## config.mk

```make
export PLATFORM = sky130hd
export DESIGN_NAME = keyboard_event_queue_core_flat
export DESIGN_NICKNAME = d
export VERILOG_FILES = /design/src/hdl/kbq_pkg.sv /design/src/hdl/kbq_if.sv /design/src/hdl/kbq_ctrl.sv /design/src/hdl/kbq_datapath.sv /design/src/hdl/keyboard_event_queue_core.sv /design/src/flat_wrapper.sv
export SDC_FILE = /design/constraint.sdc
export NUM_CORES = 2
export LEC_CHECK = 0
export BUFFER_PORTS_ARGS = -buffer_cell sky130_fd_sc_hd__buf_2
export CAP_MARGIN = 20
export CORE_MARGIN = 3
export CORE_UTILIZATION = 35
export DETAILED_ROUTE_END_ITERATION = 7
export MAX_ROUTING_LAYER = met4
export PLACE_DENSITY_LB_ADDON = 0.1
export SETUP_SLACK_MARGIN = 0.15
export SYNTH_ARGS = -nofsm -noshare
export SYNTH_HDL_FRONTEND = slang
export SYNTH_SLANG_ARGS = --single-unit
```

## constraint.sdc

```tcl
create_clock -name i_clk -period 14.55 [get_ports i_clk]
set_input_delay 0 -clock i_clk [delete_from_list [all_inputs] [get_ports i_clk]]
set_output_delay 0 -clock i_clk [all_outputs]
set_load 0.01 [all_outputs]
```

## src/hdl/kbq_pkg.sv

```systemverilog
package kbq_pkg;

    // Queue and key table sizes.
    localparam int QUEUE_DEPTH = 64;
    localparam int PTR_W       = $clog2(QUEUE_DEPTH);
    localparam int KEY_SLOTS   = 256;
    localparam int SLOT_W      = $clog2(KEY_SLOTS);
    localparam int CNT_W       = 16;

    // Field widths.
    localparam int RAW_W  = 8;
    localparam int SCAN_W = 8;
    localparam int KIND_W = 2;
    localparam int MASK_W = 9;

    // Operation codes.
    localparam logic OP_FEED = 1'b0;
    localparam logic OP_POP  = 1'b1;

    // Key state codes.
    localparam logic [1:0] KS_NONE    = 2'd0;
    localparam logic [1:0] KS_RELEASE = 2'd3;

    // Event kinds.
    localparam logic [KIND_W-1:0] KIND_DOWN  = 2'd0;
    localparam logic [KIND_W-1:0] KIND_UP    = 2'd1;
    localparam logic [KIND_W-1:0] KIND_RESET = 2'd2;

    // Modifier scan codes.
    localparam int MOD_LSHIFT = 225;
    localparam int MOD_RSHIFT = 229;
    localparam int MOD_LCTRL  = 224;
    localparam int MOD_LALT   = 226;

    // Controller states.
    typedef enum logic [0:0] {
        S_IDLE,
        S_EXEC
    } t_state;

    // Commands from controller to datapath.
    typedef struct packed {
        logic load;
        logic feed;
        logic pop;
    } t_cmd;

    // Status from datapath to controller.
    typedef struct packed {
        logic is_pop;
        logic out_free;
    } t_status;

    // One stored queue entry.
    typedef struct packed {
        logic [RAW_W-1:0]  raw;
        logic              release_n;
        logic [SCAN_W-1:0] scan;
        logic [MASK_W-1:0] mask;
    } t_entry;

    // One result of a pop.
    typedef struct packed {
        logic              event_valid;
        logic [KIND_W-1:0] event_kind;
        logic [RAW_W-1:0]  event_raw;
        logic [SCAN_W-1:0] event_scan;
        logic [MASK_W-1:0] modifier_mask;
        logic [CNT_W-1:0]  overflow_total;
    } t_result;

    // Raw keyboard code to HID scan code; zero means unmapped.
    function automatic logic [SCAN_W-1:0] to_hid(input logic [RAW_W-1:0] k);
        logic [SCAN_W-1:0] sc;
        case (k) inside
            [8'h61:8'h7A]: sc = k - 8'h61 + 8'd4;
            [8'h41:8'h5A]: sc = k - 8'h41 + 8'd4;
            [8'h31:8'h39]: sc = k - 8'h31 + 8'd30;
            8'h30:         sc = 8'd39;
            [8'h81:8'h89]: sc = k - 8'h81 + 8'd58;
            8'h90:         sc = 8'd67;
            8'h08:         sc = 8'd42;
            8'h09:         sc = 8'd43;
            8'h0A, 8'h0D:  sc = 8'd40;
            8'h20:         sc = 8'd44;
            8'hB1:         sc = 8'd41;
            8'hB4:         sc = 8'd80;
            8'hB5:         sc = 8'd82;
            8'hB6:         sc = 8'd81;
            8'hB7:         sc = 8'd79;
            8'hA1:         sc = 8'd226;
            8'hA2:         sc = 8'd225;
            8'hA3:         sc = 8'd229;
            8'hA5:         sc = 8'd224;
            8'hD1:         sc = 8'd73;
            8'hD2:         sc = 8'd74;
            8'hD4:         sc = 8'd76;
            8'hD5:         sc = 8'd77;
            8'hD6:         sc = 8'd75;
            8'hD7:         sc = 8'd78;
            8'hC1:         sc = 8'd57;
            8'h2D:         sc = 8'd45;
            8'h3D:         sc = 8'd46;
            8'h5B:         sc = 8'd47;
            8'h5D:         sc = 8'd48;
            8'h5C:         sc = 8'd49;
            8'h3B:         sc = 8'd51;
            8'h27:         sc = 8'd52;
            8'h60:         sc = 8'd53;
            8'h2C:         sc = 8'd54;
            8'h2E:         sc = 8'd55;
            8'h2F:         sc = 8'd56;
            default:       sc = '0;
        endcase
        return sc;
    endfunction

endpackage

```

## src/hdl/kbq_if.sv

```systemverilog
// Request channel: one feed or pop per transaction.
interface kbq_in_if
    import kbq_pkg::*;
();
    logic             valid;
    logic             ready;
    logic             opcode;
    logic [RAW_W-1:0] raw_key;
    logic [1:0]       key_state;

    modport source (output valid, opcode, raw_key, key_state, input ready);
    modport sink   (input valid, opcode, raw_key, key_state, output ready);
endinterface

// Result channel: one event or empty answer per transaction.
interface kbq_out_if
    import kbq_pkg::*;
();
    logic              valid;
    logic              ready;
    logic              event_valid;
    logic [KIND_W-1:0] event_kind;
    logic [RAW_W-1:0]  event_raw;
    logic [SCAN_W-1:0] event_scan;
    logic [MASK_W-1:0] modifier_mask;
    logic [CNT_W-1:0]  overflow_total;

    modport source (output valid, event_valid, event_kind, event_raw, event_scan,
                    modifier_mask, overflow_total, input ready);
    modport sink   (input valid, event_valid, event_kind, event_raw, event_scan,
                    modifier_mask, overflow_total, output ready);
endinterface

```

## src/hdl/kbq_ctrl.sv

```systemverilog
module kbq_ctrl
    import kbq_pkg::*;
(
    input  logic    i_clk,
    input  logic    i_rst_n,
    input  logic    i_in_valid,
    output logic    o_in_ready,
    input  t_status i_status,
    output t_cmd    o_cmd
);

    t_state r_state;
    t_state n_state;

    // State register.
    always_ff @(posedge i_clk) begin
        if (!i_rst_n) begin
            r_state <= S_IDLE;
        end else begin
            r_state <= n_state;
        end
    end

    // Next state and commands.
    always_comb begin
        n_state    = r_state;
        o_in_ready = 1'b0;
        o_cmd      = '0;
        case (r_state)
            S_IDLE: begin
                o_in_ready = 1'b1;
                if (i_in_valid) begin
                    o_cmd.load = 1'b1;
                    n_state    = S_EXEC;
                end
            end
            S_EXEC: begin
                if (!i_status.is_pop) begin
                    o_cmd.feed = 1'b1;
                    n_state    = S_IDLE;
                end else if (i_status.out_free) begin
                    // A pop waits here until the result register can take it.
                    o_cmd.pop = 1'b1;
                    n_state   = S_IDLE;
                end
            end
            default: begin
                n_state = S_IDLE;
            end
        endcase
    end

endmodule

```

## src/hdl/kbq_datapath.sv

```systemverilog
module kbq_datapath
    import kbq_pkg::*;
(
    input  logic             i_clk,
    input  logic             i_rst_n,
    input  logic             i_opcode,
    input  logic [RAW_W-1:0] i_raw_key,
    input  logic [1:0]       i_key_state,
    input  t_cmd             i_cmd,
    output t_status          o_status,
    kbq_out_if.source        o_out
);

    localparam logic [PTR_W-1:0] LAST_IDX = PTR_W'(QUEUE_DEPTH - 1);
    localparam logic [CNT_W-1:0] CNT_MAX  = '1;

    // Latched request.
    logic             r_opcode;
    logic [RAW_W-1:0] r_raw;
    logic [1:0]       r_key_state;

    // Queue state.
    logic [KEY_SLOTS-1:0] r_held;
    logic [PTR_W-1:0]     r_wr_ptr;
    logic [PTR_W-1:0]     r_rd_ptr;
    logic [CNT_W-1:0]     r_ovf_count;
    logic                 r_reset_owed;
    t_entry               r_mem [QUEUE_DEPTH];
    t_entry               r_rd_data;

    // Result register.
    logic    r_out_valid;
    t_result r_result;
    t_result n_result;

    // Feed evaluation.
    logic [SCAN_W-1:0]    scan;
    logic [SLOT_W-1:0]    slot;
    logic                 is_release;
    logic                 live;
    logic                 full;
    logic                 empty;
    logic [PTR_W-1:0]     wr_next;
    logic [PTR_W-1:0]     rd_next;
    logic [KEY_SLOTS-1:0] n_held;
    logic [MASK_W-1:0]    mask;
    t_entry               new_entry;

    // Translate, check the held bit and form the entry with the updated mask.
    always_comb begin
        scan       = to_hid(r_raw);
        slot       = SLOT_W'(scan);
        is_release = (r_key_state == KS_RELEASE);
        live       = (scan != '0) && (r_key_state != KS_NONE) &&
                     (is_release == r_held[slot]);
        wr_next    = (r_wr_ptr == LAST_IDX) ? '0 : r_wr_ptr + 1'b1;
        rd_next    = (r_rd_ptr == LAST_IDX) ? '0 : r_rd_ptr + 1'b1;
        full       = (wr_next == r_rd_ptr);
        empty      = (r_rd_ptr == r_wr_ptr);
        n_held       = r_held;
        n_held[slot] = !is_release;
        mask = {n_held[MOD_LALT], 1'b0, n_held[MOD_LCTRL], 4'b0000,
                n_held[MOD_RSHIFT], n_held[MOD_LSHIFT]};
        new_entry.raw       = r_raw;
        new_entry.release_n = is_release;
        new_entry.scan      = scan;
        new_entry.mask      = mask;
    end

    // Request latch.
    always_ff @(posedge i_clk) begin
        if (i_cmd.load) begin
            r_opcode    <= i_opcode;
            r_raw       <= i_raw_key;
            r_key_state <= i_key_state;
        end
    end

    // Event store: one write port, read data registered every cycle.
    always_ff @(posedge i_clk) begin
        if (i_cmd.feed && live && !full) begin
            r_mem[r_wr_ptr] <= new_entry;
        end
        r_rd_data <= r_mem[r_rd_ptr];
    end

    // Pointers, held bits, overflow counter and owed reset event.
    always_ff @(posedge i_clk) begin
        if (!i_rst_n) begin
            r_held       <= '0;
            r_wr_ptr     <= '0;
            r_rd_ptr     <= '0;
            r_ovf_count  <= '0;
            r_reset_owed <= 1'b0;
        end else if (i_cmd.feed && live) begin
            if (full) begin
                r_held       <= '0;
                r_wr_ptr     <= '0;
                r_rd_ptr     <= '0;
                r_reset_owed <= 1'b1;
                if (r_ovf_count != CNT_MAX) begin
                    r_ovf_count <= r_ovf_count + 1'b1;
                end
            end else begin
                r_held   <= n_held;
                r_wr_ptr <= wr_next;
            end
        end else if (i_cmd.pop) begin
            if (r_reset_owed) begin
                r_reset_owed <= 1'b0;
            end else if (!empty) begin
                r_rd_ptr <= rd_next;
            end
        end
    end

    // Result valid flag.
    always_ff @(posedge i_clk) begin
        if (!i_rst_n) begin
            r_out_valid <= 1'b0;
        end else if (i_cmd.pop) begin
            r_out_valid <= 1'b1;
        end else if (o_out.ready) begin
            r_out_valid <= 1'b0;
        end
    end

    // Next result: reset event, empty answer or oldest entry.
    always_comb begin
        n_result                = '0;
        n_result.overflow_total = r_ovf_count;
        if (r_reset_owed) begin
            n_result.event_valid = 1'b1;
            n_result.event_kind  = KIND_RESET;
        end else if (!empty) begin
            n_result.event_valid   = 1'b1;
            n_result.event_kind    = r_rd_data.release_n ? KIND_UP : KIND_DOWN;
            n_result.event_raw     = r_rd_data.raw;
            n_result.event_scan    = r_rd_data.scan;
            n_result.modifier_mask = r_rd_data.mask;
        end
    end

    // Result payload.
    always_ff @(posedge i_clk) begin
        if (i_cmd.pop) begin
            r_result <= n_result;
        end
    end

    // Status and output channel.
    assign o_status.is_pop   = (r_opcode == OP_POP);
    assign o_status.out_free = !r_out_valid || o_out.ready;

    assign o_out.valid          = r_out_valid;
    assign o_out.event_valid    = r_result.event_valid;
    assign o_out.event_kind     = r_result.event_kind;
    assign o_out.event_raw      = r_result.event_raw;
    assign o_out.event_scan     = r_result.event_scan;
    assign o_out.modifier_mask  = r_result.modifier_mask;
    assign o_out.overflow_total = r_result.overflow_total;

endmodule

```

## src/hdl/keyboard_event_queue_core.sv

```systemverilog
// Keyboard event queue with HID scan code translation.
//
// Requests arrive on i_in (valid/ready). Opcode feed offers a raw key code
// and a key state; a feed causes no result. Opcode pop asks for the next
// event; each pop gives exactly one transaction on o_out, either an event
// (event_valid high) or an empty answer, with the current overflow count.
// The queue holds 63 events. A feed that finds it full clears the queue and
// all held keys, bumps the saturating overflow count and makes the next pop
// return an input reset event.
// Each request is accepted in the idle state and then executed in the execute
// state against the held-key register and the event store, whose read port is
// registered. The block does not accept a new request until the last one has
// executed. A pop result is on o_out in the cycle after execution.
// The result register decouples the two sides: a feed is accepted and runs
// while a result waits; a pop waits in execution until the result register
// is free. Reset clears the pointers, held keys, counter and owed reset
// event; the store contents need no clearing.
module keyboard_event_queue_core
    import kbq_pkg::*;
(
    input  logic      i_clk,
    input  logic      i_rst_n,
    kbq_in_if.sink    i_in,
    kbq_out_if.source o_out
);

    t_cmd    cmd;
    t_status status;

    // Sequencing of accept and execute.
    kbq_ctrl u_ctrl (
        .i_clk      (i_clk),
        .i_rst_n    (i_rst_n),
        .i_in_valid (i_in.valid),
        .o_in_ready (i_in.ready),
        .i_status   (status),
        .o_cmd      (cmd)
    );

    // Translation, held keys, event store and result register.
    kbq_datapath u_datapath (
        .i_clk       (i_clk),
        .i_rst_n     (i_rst_n),
        .i_opcode    (i_in.opcode),
        .i_raw_key   (i_in.raw_key),
        .i_key_state (i_in.key_state),
        .i_cmd       (cmd),
        .o_status    (status),
        .o_out       (o_out)
    );

endmodule
```

## src/flat_wrapper.sv

```systemverilog
// flat-port wrapper written by rule: the top's interface ports become plain ports
module keyboard_event_queue_core_flat import kbq_pkg::*;
  (i_clk, i_rst_n, i_in_valid, i_in_opcode, i_in_raw_key, i_in_key_state, i_in_ready, o_out_valid, o_out_event_valid, o_out_event_kind, o_out_event_raw, o_out_event_scan, o_out_modifier_mask, o_out_overflow_total, o_out_ready);
  kbq_in_if i_in_i ();
  kbq_out_if o_out_i ();
  input  logic i_clk;
  input  logic i_rst_n;
  input wire logic [$bits(i_in_i.valid)-1:0] i_in_valid;
  input wire logic [$bits(i_in_i.opcode)-1:0] i_in_opcode;
  input wire logic [$bits(i_in_i.raw_key)-1:0] i_in_raw_key;
  input wire logic [$bits(i_in_i.key_state)-1:0] i_in_key_state;
  output wire logic [$bits(i_in_i.ready)-1:0] i_in_ready;
  output wire logic [$bits(o_out_i.valid)-1:0] o_out_valid;
  output wire logic [$bits(o_out_i.event_valid)-1:0] o_out_event_valid;
  output wire logic [$bits(o_out_i.event_kind)-1:0] o_out_event_kind;
  output wire logic [$bits(o_out_i.event_raw)-1:0] o_out_event_raw;
  output wire logic [$bits(o_out_i.event_scan)-1:0] o_out_event_scan;
  output wire logic [$bits(o_out_i.modifier_mask)-1:0] o_out_modifier_mask;
  output wire logic [$bits(o_out_i.overflow_total)-1:0] o_out_overflow_total;
  input wire logic [$bits(o_out_i.ready)-1:0] o_out_ready;
  assign i_in_i.valid = i_in_valid;
  assign i_in_i.opcode = i_in_opcode;
  assign i_in_i.raw_key = i_in_raw_key;
  assign i_in_i.key_state = i_in_key_state;
  assign i_in_ready = i_in_i.ready;
  assign o_out_valid = o_out_i.valid;
  assign o_out_event_valid = o_out_i.event_valid;
  assign o_out_event_kind = o_out_i.event_kind;
  assign o_out_event_raw = o_out_i.event_raw;
  assign o_out_event_scan = o_out_i.event_scan;
  assign o_out_modifier_mask = o_out_i.modifier_mask;
  assign o_out_overflow_total = o_out_i.overflow_total;
  assign o_out_i.ready = o_out_ready;
  keyboard_event_queue_core u_core (.i_clk(i_clk), .i_rst_n(i_rst_n), .i_in(i_in_i), .o_out(o_out_i));
endmodule
```

Word-level counts from Yosys, hierarchy flattened
Memory sizes are Yosys's and may differ from the RTL's. A register that Yosys moved wholly into a read port is not among the register bits. Cells that the tools add are included.

Memories kept: 1. Output and inout port bits: 46. Bits in latches: 0. Memory bits (read-only): 0. Register bits: 351. Bits of input ports: 15. Bits in writable memories: 1344. Word-level logic and storage cells: 177.

Memory list: u_core.u_datapath.r_mem (depth 64, width 21, rd ports 1, clocked after memory_dff 1, write ports 1, RTL line kbq_datapath.sv:28) `t_entry r_mem [QUEUE_DEPTH];`.

Multiplexer cells: 70. Equal/unequal tests: 44. Reductions and logical operators: 22. Shift-type cells: 0. Divide/modulo/power cells: 0. Bitwise logic cells: 1. Multiply operators: 0. $lt $le $gt $ge: 10. Add/sub/neg operators: 11.

Operator list (count): $bwmux W256 (1); $mux W256 (1); $mux W8 (19); $eq A8 B8 Y1 const B (17); $mux W6 (20); $eq A8 B6 Y1 const B (9); $mux W7 (6); $eq A8 B4 Y1 const B (4); $eq A8 B7 Y1 const B (4); $mux W28 (1); $mux W1 (18); $add A16 B1 Y16 const B (1); $add A8 B3 Y8 const B (2); $ge A8 B7 Y1 const B (2); $le A8 B7 Y1 const B (2); $ne A16 B16 Y1 const B (1); $sub A8 B7 Y8 const B (2); $add A6 B1 Y6 const B (2); $eq A6 B6 Y1 (2); $eq A6 B6 Y1 const B (2); $logic_and A1 B1 Y1 (9); $lt A8 B9 Y1 const B (1); $add A8 B5 Y8 const B (1); $add A8 B6 Y8 const B (1); 24 further kinds (30).

Logic depth before layout (Yosys ltp)
Depth in word-level cells: 46. Mapped depth: 25. Mapped depth without buffers: 18.

By module
Synthesis repeated with hierarchy kept, for this count alone.

Cells, all modules: 3336. Area total of the unflattened synthesis: 62677.6 µm².

Modules (own cells, without submodules): kbq_datapath (sequential area each 45283.4 µm², cells an instance 3329, area an instance 62621.3 µm², instances 1); kbq_ctrl (sequential area each 20.0 µm², cells an instance 7, area an instance 56.3 µm², instances 1).

Worst setup path after synthesis
OpenSTA, ideal clock, no wires.

Path kind: reg2reg. From: register u_core.u_datapath.r_raw[7]. To: memory u_core.u_datapath.r_mem[25][0] in the netlist's numbering, enable pin. Library setup time: 0.399 ns. Arrival: 7.842 ns. Period minus slack after synthesis: 8.241 ns. Buffers on the path: 4. Slack: 6.309 ns. Cell stages (with the launch flop): 17. Data required time: 14.151 ns. Cells stage by stage: edfxtp_1 > buf_2 > buf_2 > and4bb_1 > o211ai_1 > inv_1 > nor3_1 > a221oi_2 > nor2_1 > a211o_1 > a211oi_1 > o221a_4 > nand2_2 > buf_6 > or4_1 > buf_2 > nor2_1.

Elaborated cells between the ends (all ways): 102. Those cells by class: add/sub (8); order compare (8); eq/ne (35); mux (41); reduce/logical (10).

RTL lines: start: declaration (RTL line kbq_datapath.sv:19) `logic [RAW_W-1:0] r_raw;`; start signal: assignment (RTL line kbq_datapath.sv:74) `r_raw <= i_raw_key;`; $eq A8 B8 Y1 (RTL line kbq_datapath.sv:51) `scan = to_hid(r_raw);`; $mux W8 (18 in series) (RTL line kbq_pkg.sv:75) `case (k) inside`; $mux W8 * (RTL line kbq_pkg.sv:75); net u_core.u_datapath.scan[7] (RTL line kbq_datapath.sv:37) `logic [SCAN_W-1:0] scan;`; $bmux W1 S8 (RTL line kbq_datapath.sv:55) `(is_release == r_held[slot]);`; $mux W1 (implied by the code) (RTL line kbq_datapath.sv:55); $eq A1 B1 Y1 (RTL line kbq_datapath.sv:55); $logic_and A1 B1 Y1 * (RTL line kbq_datapath.sv:54) `live = (scan != '0) && (r_key_state != KS_NONE) &&`; $logic_and A1 B1 Y1 * (2 in series) (RTL line kbq_datapath.sv:81) `if (i_cmd.feed && live && !full) begin`; $mux W1 * (RTL line kbq_datapath.sv:81); $mux W1 (implied by the code) * (RTL line kbq_datapath.sv:82) `r_mem[r_wr_ptr] <= new_entry;`; end: declaration (RTL line kbq_datapath.sv:28).

The timed path passes the listed nets; every way through them passes the cells marked *. The select of a mux whose other input is x is not followed.

Final worst setup path
From: register u_core.u_datapath.r_raw[1]. To: memory u_core.u_datapath.r_mem[47][4] in the netlist's numbering, enable pin.

Elaborated cells between the ends (all ways): 102. Those cells by class: add/sub (8); order compare (8); eq/ne (35); mux (41); reduce/logical (10).

RTL lines (RTL line): $eq A8 B8 Y1 (kbq_datapath.sv:51); $mux W7 (6 in series) (kbq_pkg.sv:75); $mux W8 (18 in series) (kbq_pkg.sv:75); $mux W8 * (kbq_pkg.sv:75); net u_core.u_datapath.scan[6] (kbq_datapath.sv:37); $bmux W1 S8 (kbq_datapath.sv:55); $mux W1 (implied by the code) (kbq_datapath.sv:55); $eq A1 B1 Y1 (kbq_datapath.sv:55); $logic_and A1 B1 Y1 * (kbq_datapath.sv:54); $logic_and A1 B1 Y1 * (2 in series) (kbq_datapath.sv:81); $mux W1 * (kbq_datapath.sv:81); $mux W1 (implied by the code) * (kbq_datapath.sv:82).

Marked as above.

==> results <==
- After clock tree synthesis, the setup repair step added 0 buffers.
- Once the floorplan was initialized, standard cells occupied 35.3% of the core.
- The count of cell types in the netlist is 112.
- The number of max-slew violations in the final report is 0.
- Net switching is 21.7% of the power.
- Once detailed placement completed, the half-perimeter wirelength came to 111000 µm.
- Static timing analysis puts the maximum clock frequency at 0.113 GHz.
- The H-tree was split into 4 levels.
- The standard cell core area is 177000 µm².
- The horizontal extent of the die is 429 µm.
- Dividing the detail-routed wire length by the instance count gives 30.7 µm.
- The mapped cell area is 62500 µm².
- The startpoint kind of the worst setup timing path is a register.
- Combinational cells account for 3.7% of the total power.
- The TritonCTS clock tree is done.
- The number of sinks on the clock net is 1554.
- The top cell type's share of synthesized area is 67.0%.
- The data required time of the critical path is 15040 ps.
- In the layout the commonest cells are edfxtp_1 (1394), mux4_2 (442), clkbuf_16 (172).
- From bottom edge to top edge, the die measures 429 µm.
- The count of standard-cell rows is 154.
- The number of CTS-inserted buffers is 170.
- The vias per cell is 5.56.
- The maximum cell stage delay along the critical path is 860 ps.
- After synthesis, the mean cell area works out to 19.0 µm².
- The number of buffers on the longest clock path is 3.
- Counting every instance in the synthesized netlist gives 3291.
- For this run, asynchronously set or reset flops after synthesis account for 0%.
- The post-cts gate resize count is 0.
- Per report_power, the clock group accounts for 44.1% of the total.
- After clock tree synthesis, the clock-pin slew on the worst setup and hold paths is 60 ps.
- The share of power burned in registers is 52.2%.
- The tool flagged a number of max-cap violations equal to 0.
- The net switching power is 0.00203 W.
- Setup repair after global routing left no endpoint under its margin.
- The flow ran to the end, and the final reports show no timing, DRC or antenna violations.
- The count of buffers added on input and output ports is 55.
- The number of hold-slack violations in the final timing report was 0.
- In this run the count of I/O pins placed on the die edge is 61.
- By area the synthesized netlist is led by edfxtp_1 (67%), mux4_2 (16%), dfxtp_1 (5.1%), a21oi_1 (1.1%), o21ai_0 (0.94%).
- Global routing consumed, over all layers together, 20.3% of the routing resources.
- The number of antenna violations at the first check in global routing is 37.
- The detailed router finished its first iteration with 3692 violations.
- The endpoint type of the worst setup path is a register.
- From synthesis to final layout, the design area changed by 14.7%.
- Routability-driven placement finished with a final weighted congestion of 0.881.
- Wires add up to 182000 µm.
- The number of vias in the routed layout is 32900.
- The number of fillers in the final layout is 15700.
- The minimum hold slack is 67.6 ps.
- The final setup violation count is 0.
- The top cell type by total area after synthesis is edfxtp_1.
- The type of the most critical hold path is input port to register.
- The overflow left after global routing is 0.
- For this run, the number of Yosys warnings is 0.
- Entering global routing, the biggest net connects 135 pins.
- The critical-path maximum fanout is 72.
- In this run, post-CTS hold repair placed 26 buffers.
- The remaining antenna violation count is 0.
- The flop and latch count out of synthesis is 1554.
- The total iterations of the first detailed-routing run is 6.
- In the final design database the tool counted 3454 nets.
- The slew at the pin closest to its max-slew limit is 1130 ps.
- The later pin in the worst-skew pair is clocked with a latency of 810 ps.
- The time the worst path needs with I/O delays and setup is 8810 ps.
- The worst voltage drop across the vdd grid is 0.000110 V.
- For this design the ratio of total power to cell area is 130 nW/µm².
- The via count of the first global-routing pass is 33200.
- After detailed routing, the number of remaining DRC violations is 0.
- In this run the static leakage power is 21.8 nW.
- Adding up every negative setup slack in the final design gives 0 ps.
- The critical setup path kind is register to register.
- Cell internal power was estimated by the tool at 0.00732 W.
- The overall power of the completed layout is 0.00935 W.
- Leaving out fill and tap cells, the most frequent cell in the layout is edfxtp_1.
- After synthesis, flip-flops and latches occupy 72.1% of the total area.
- The layout cell share with drive strength beyond 1 is 28.2%.
- Walking the worst path, the cells encountered are buf_4 -> inv_1 -> ha_1 -> nor3_1 -> nor3b_2 -> nor3_1 -> a221oi_4 -> buf_4 -> and2_1 -> nor2b_1 -> o21ai_0 -> o211ai_1 -> o31a_1 -> nand2_4 -> or4_1 -> nor2_2 -> buf_8.
- The first global-routing pass estimated 257000 µm of wire.
- The fraction of the cycle the final worst path needs is 60.6%.
- The final setup skew is 33.7 ps.
- The die covers 184000 µm².
- The worst pin sits at a relative slew slack of 24.9%.
- The dominant register cell in the synthesized netlist is edfxtp_1.
- The master of the slowest instance on the critical path is or4_1.
- At the worst endpoint, the arrival time is 9300 ps.
- The cell sitting at the root of the clock tree is a clkbuf_16.
- Counting flops with a built-in enable in the synthesized netlist gives 1394.
## power by group through the flow
stage	combinational (W)	clock [W]	sequential, W
3_5_place_dp	0.000339	0	0.00498
3_3_place_gp	0.000331	0	0.00498
5_1_grt	0.000368	0.00443	0.00488
4_1_cts	0.000345	0.00425	0.00488
6_report	0.000342	0.00412	0.00488
2_1_floorplan	0.000187	0	0.00499
## layout make-up
class | instances | area (µm²) | area share [%]
Sequential cell | 1554 | 45100 | 62.9
Multi-Input combinational cell | 1460 | 16400 | 22.9
Clock buffer | 207 | 4470 | 6.23
Tap cell | 2340 | 2930 | 4.08
Timing Repair Buffer | 212 | 1770 | 2.47
Clock inverter | 103 | 861 | 1.20
Inverter | 33 | 136 | 0.190
Antenna cell | 7 | 17.5 | 0.0244
## kinds of logic after synthesis
family	Yosys count	synth area share, %
buf+inv	281	2.05
compound gates	483	5.04
mux	456	16.2
other cells	1	0.00600
simple gates	488	4.21
flops	1554	72.1
xor+xnor	20	0.280
fa+ha+maj	8	0.160
## flip-flops by register name (all words and copies together), names as in the netlist, 8 cells and up
| name | count |
|---|---|
| u_core.u_datapath.r_mem | 1344 |
| u_core.u_datapath.r_held | 108 |
| u_core.u_datapath.r_rd_data | 21 |
| u_core.u_datapath.o_out.overflow_total | 16 |
| u_core.u_datapath.r_ovf_count | 16 |
| u_core.u_datapath.o_out.event_raw | 8 |
| u_core.u_datapath.o_out.event_scan | 8 |
| u_core.u_datapath.r_raw | 8 |
## worst max-delay path, delay by kind of cell (launching register included)
family | cells | cell delay, ps
DFF | 1 | 370
adders and majority gates | 1 | 790
and+or+nand+nor | 8 | 4030
buffers and inverters | 4 | 1570
AOI/OAI and AO/OA | 4 | 1650
## layer usage
metal	vias up	GRT usage, %	wire (µm)
li1	13900	-	-
met4	0	5.56	4440
met1	17700	27.9	79400
met5	-	-	0
met3	229	4.52	12900
met2	1136	30.5	84700
## path summary, 6_finish.rpt
path,from,endpoint,slack (ps),cells past startpoint
setup reg to reg,u_core.u_datapath.r_raw[1],u_core.u_datapath.r_mem[47][4],5740,17
hold / removal,o_out_ready,u_core.u_datapath.o_out.valid,70,4
hold reg to reg,u_core.u_datapath.r_held[104],u_core.u_datapath.r_held[104],480,2
setup / recovery,u_core.u_datapath.r_raw[1],u_core.u_datapath.r_mem[47][4],5740,17
## synth_stat cells, types with 5 or more instances
cell type	n
edfxtp_1	1394
mux4_2	442
dfxtp_1	160
clkbuf_1	142
a21oi_1	137
nor2_1	120
o21ai_0	118
nand2_1	99
o211ai_1	68
nand3_1	63
buf_1	39
and3_1	34
buf_2	32
inv_1	28
and2_1	27
a31oi_1	23
nor3_1	19
buf_6	16
buf_4	15
nand4_1	15
xnor2_1	14
nand2b_1	12
nor2b_1	11
or4_1	11
a22oi_1	10
mux2i_1	9
o31ai_1	9
a31o_1	8
ha_1	8
nor4_1	7
or3_1	7
a21boi_0	6
a32oi_1	6
nand4bb_1	6
o21ai_1	6
o22ai_1	6
or2_2	6
xor2_1	6
a211oi_1	5
and4b_1	5
mux2_2	5
o311ai_0	5
o41ai_1	5
## metrics by stage
| stage | instances | util [%] | worst slack (ps) | instance area (µm²) |
|---|---|---|---|---|
| CTS | 5906 | 40.5 | 5250 | 71600 |
| finish | 5916 | 40.5 | 5740 | 71700 |
| global route | 5910 | 40.5 | 5150 | 71700 |
| detailed placement | 5570 | 37.3 | 5290 | 66000 |
| global placement | 5551 | 37.1 | 5530 | 65700 |
| floorplan | 3295 | - | 6310 | 62500 |
(Power assumes the default switching activity.)
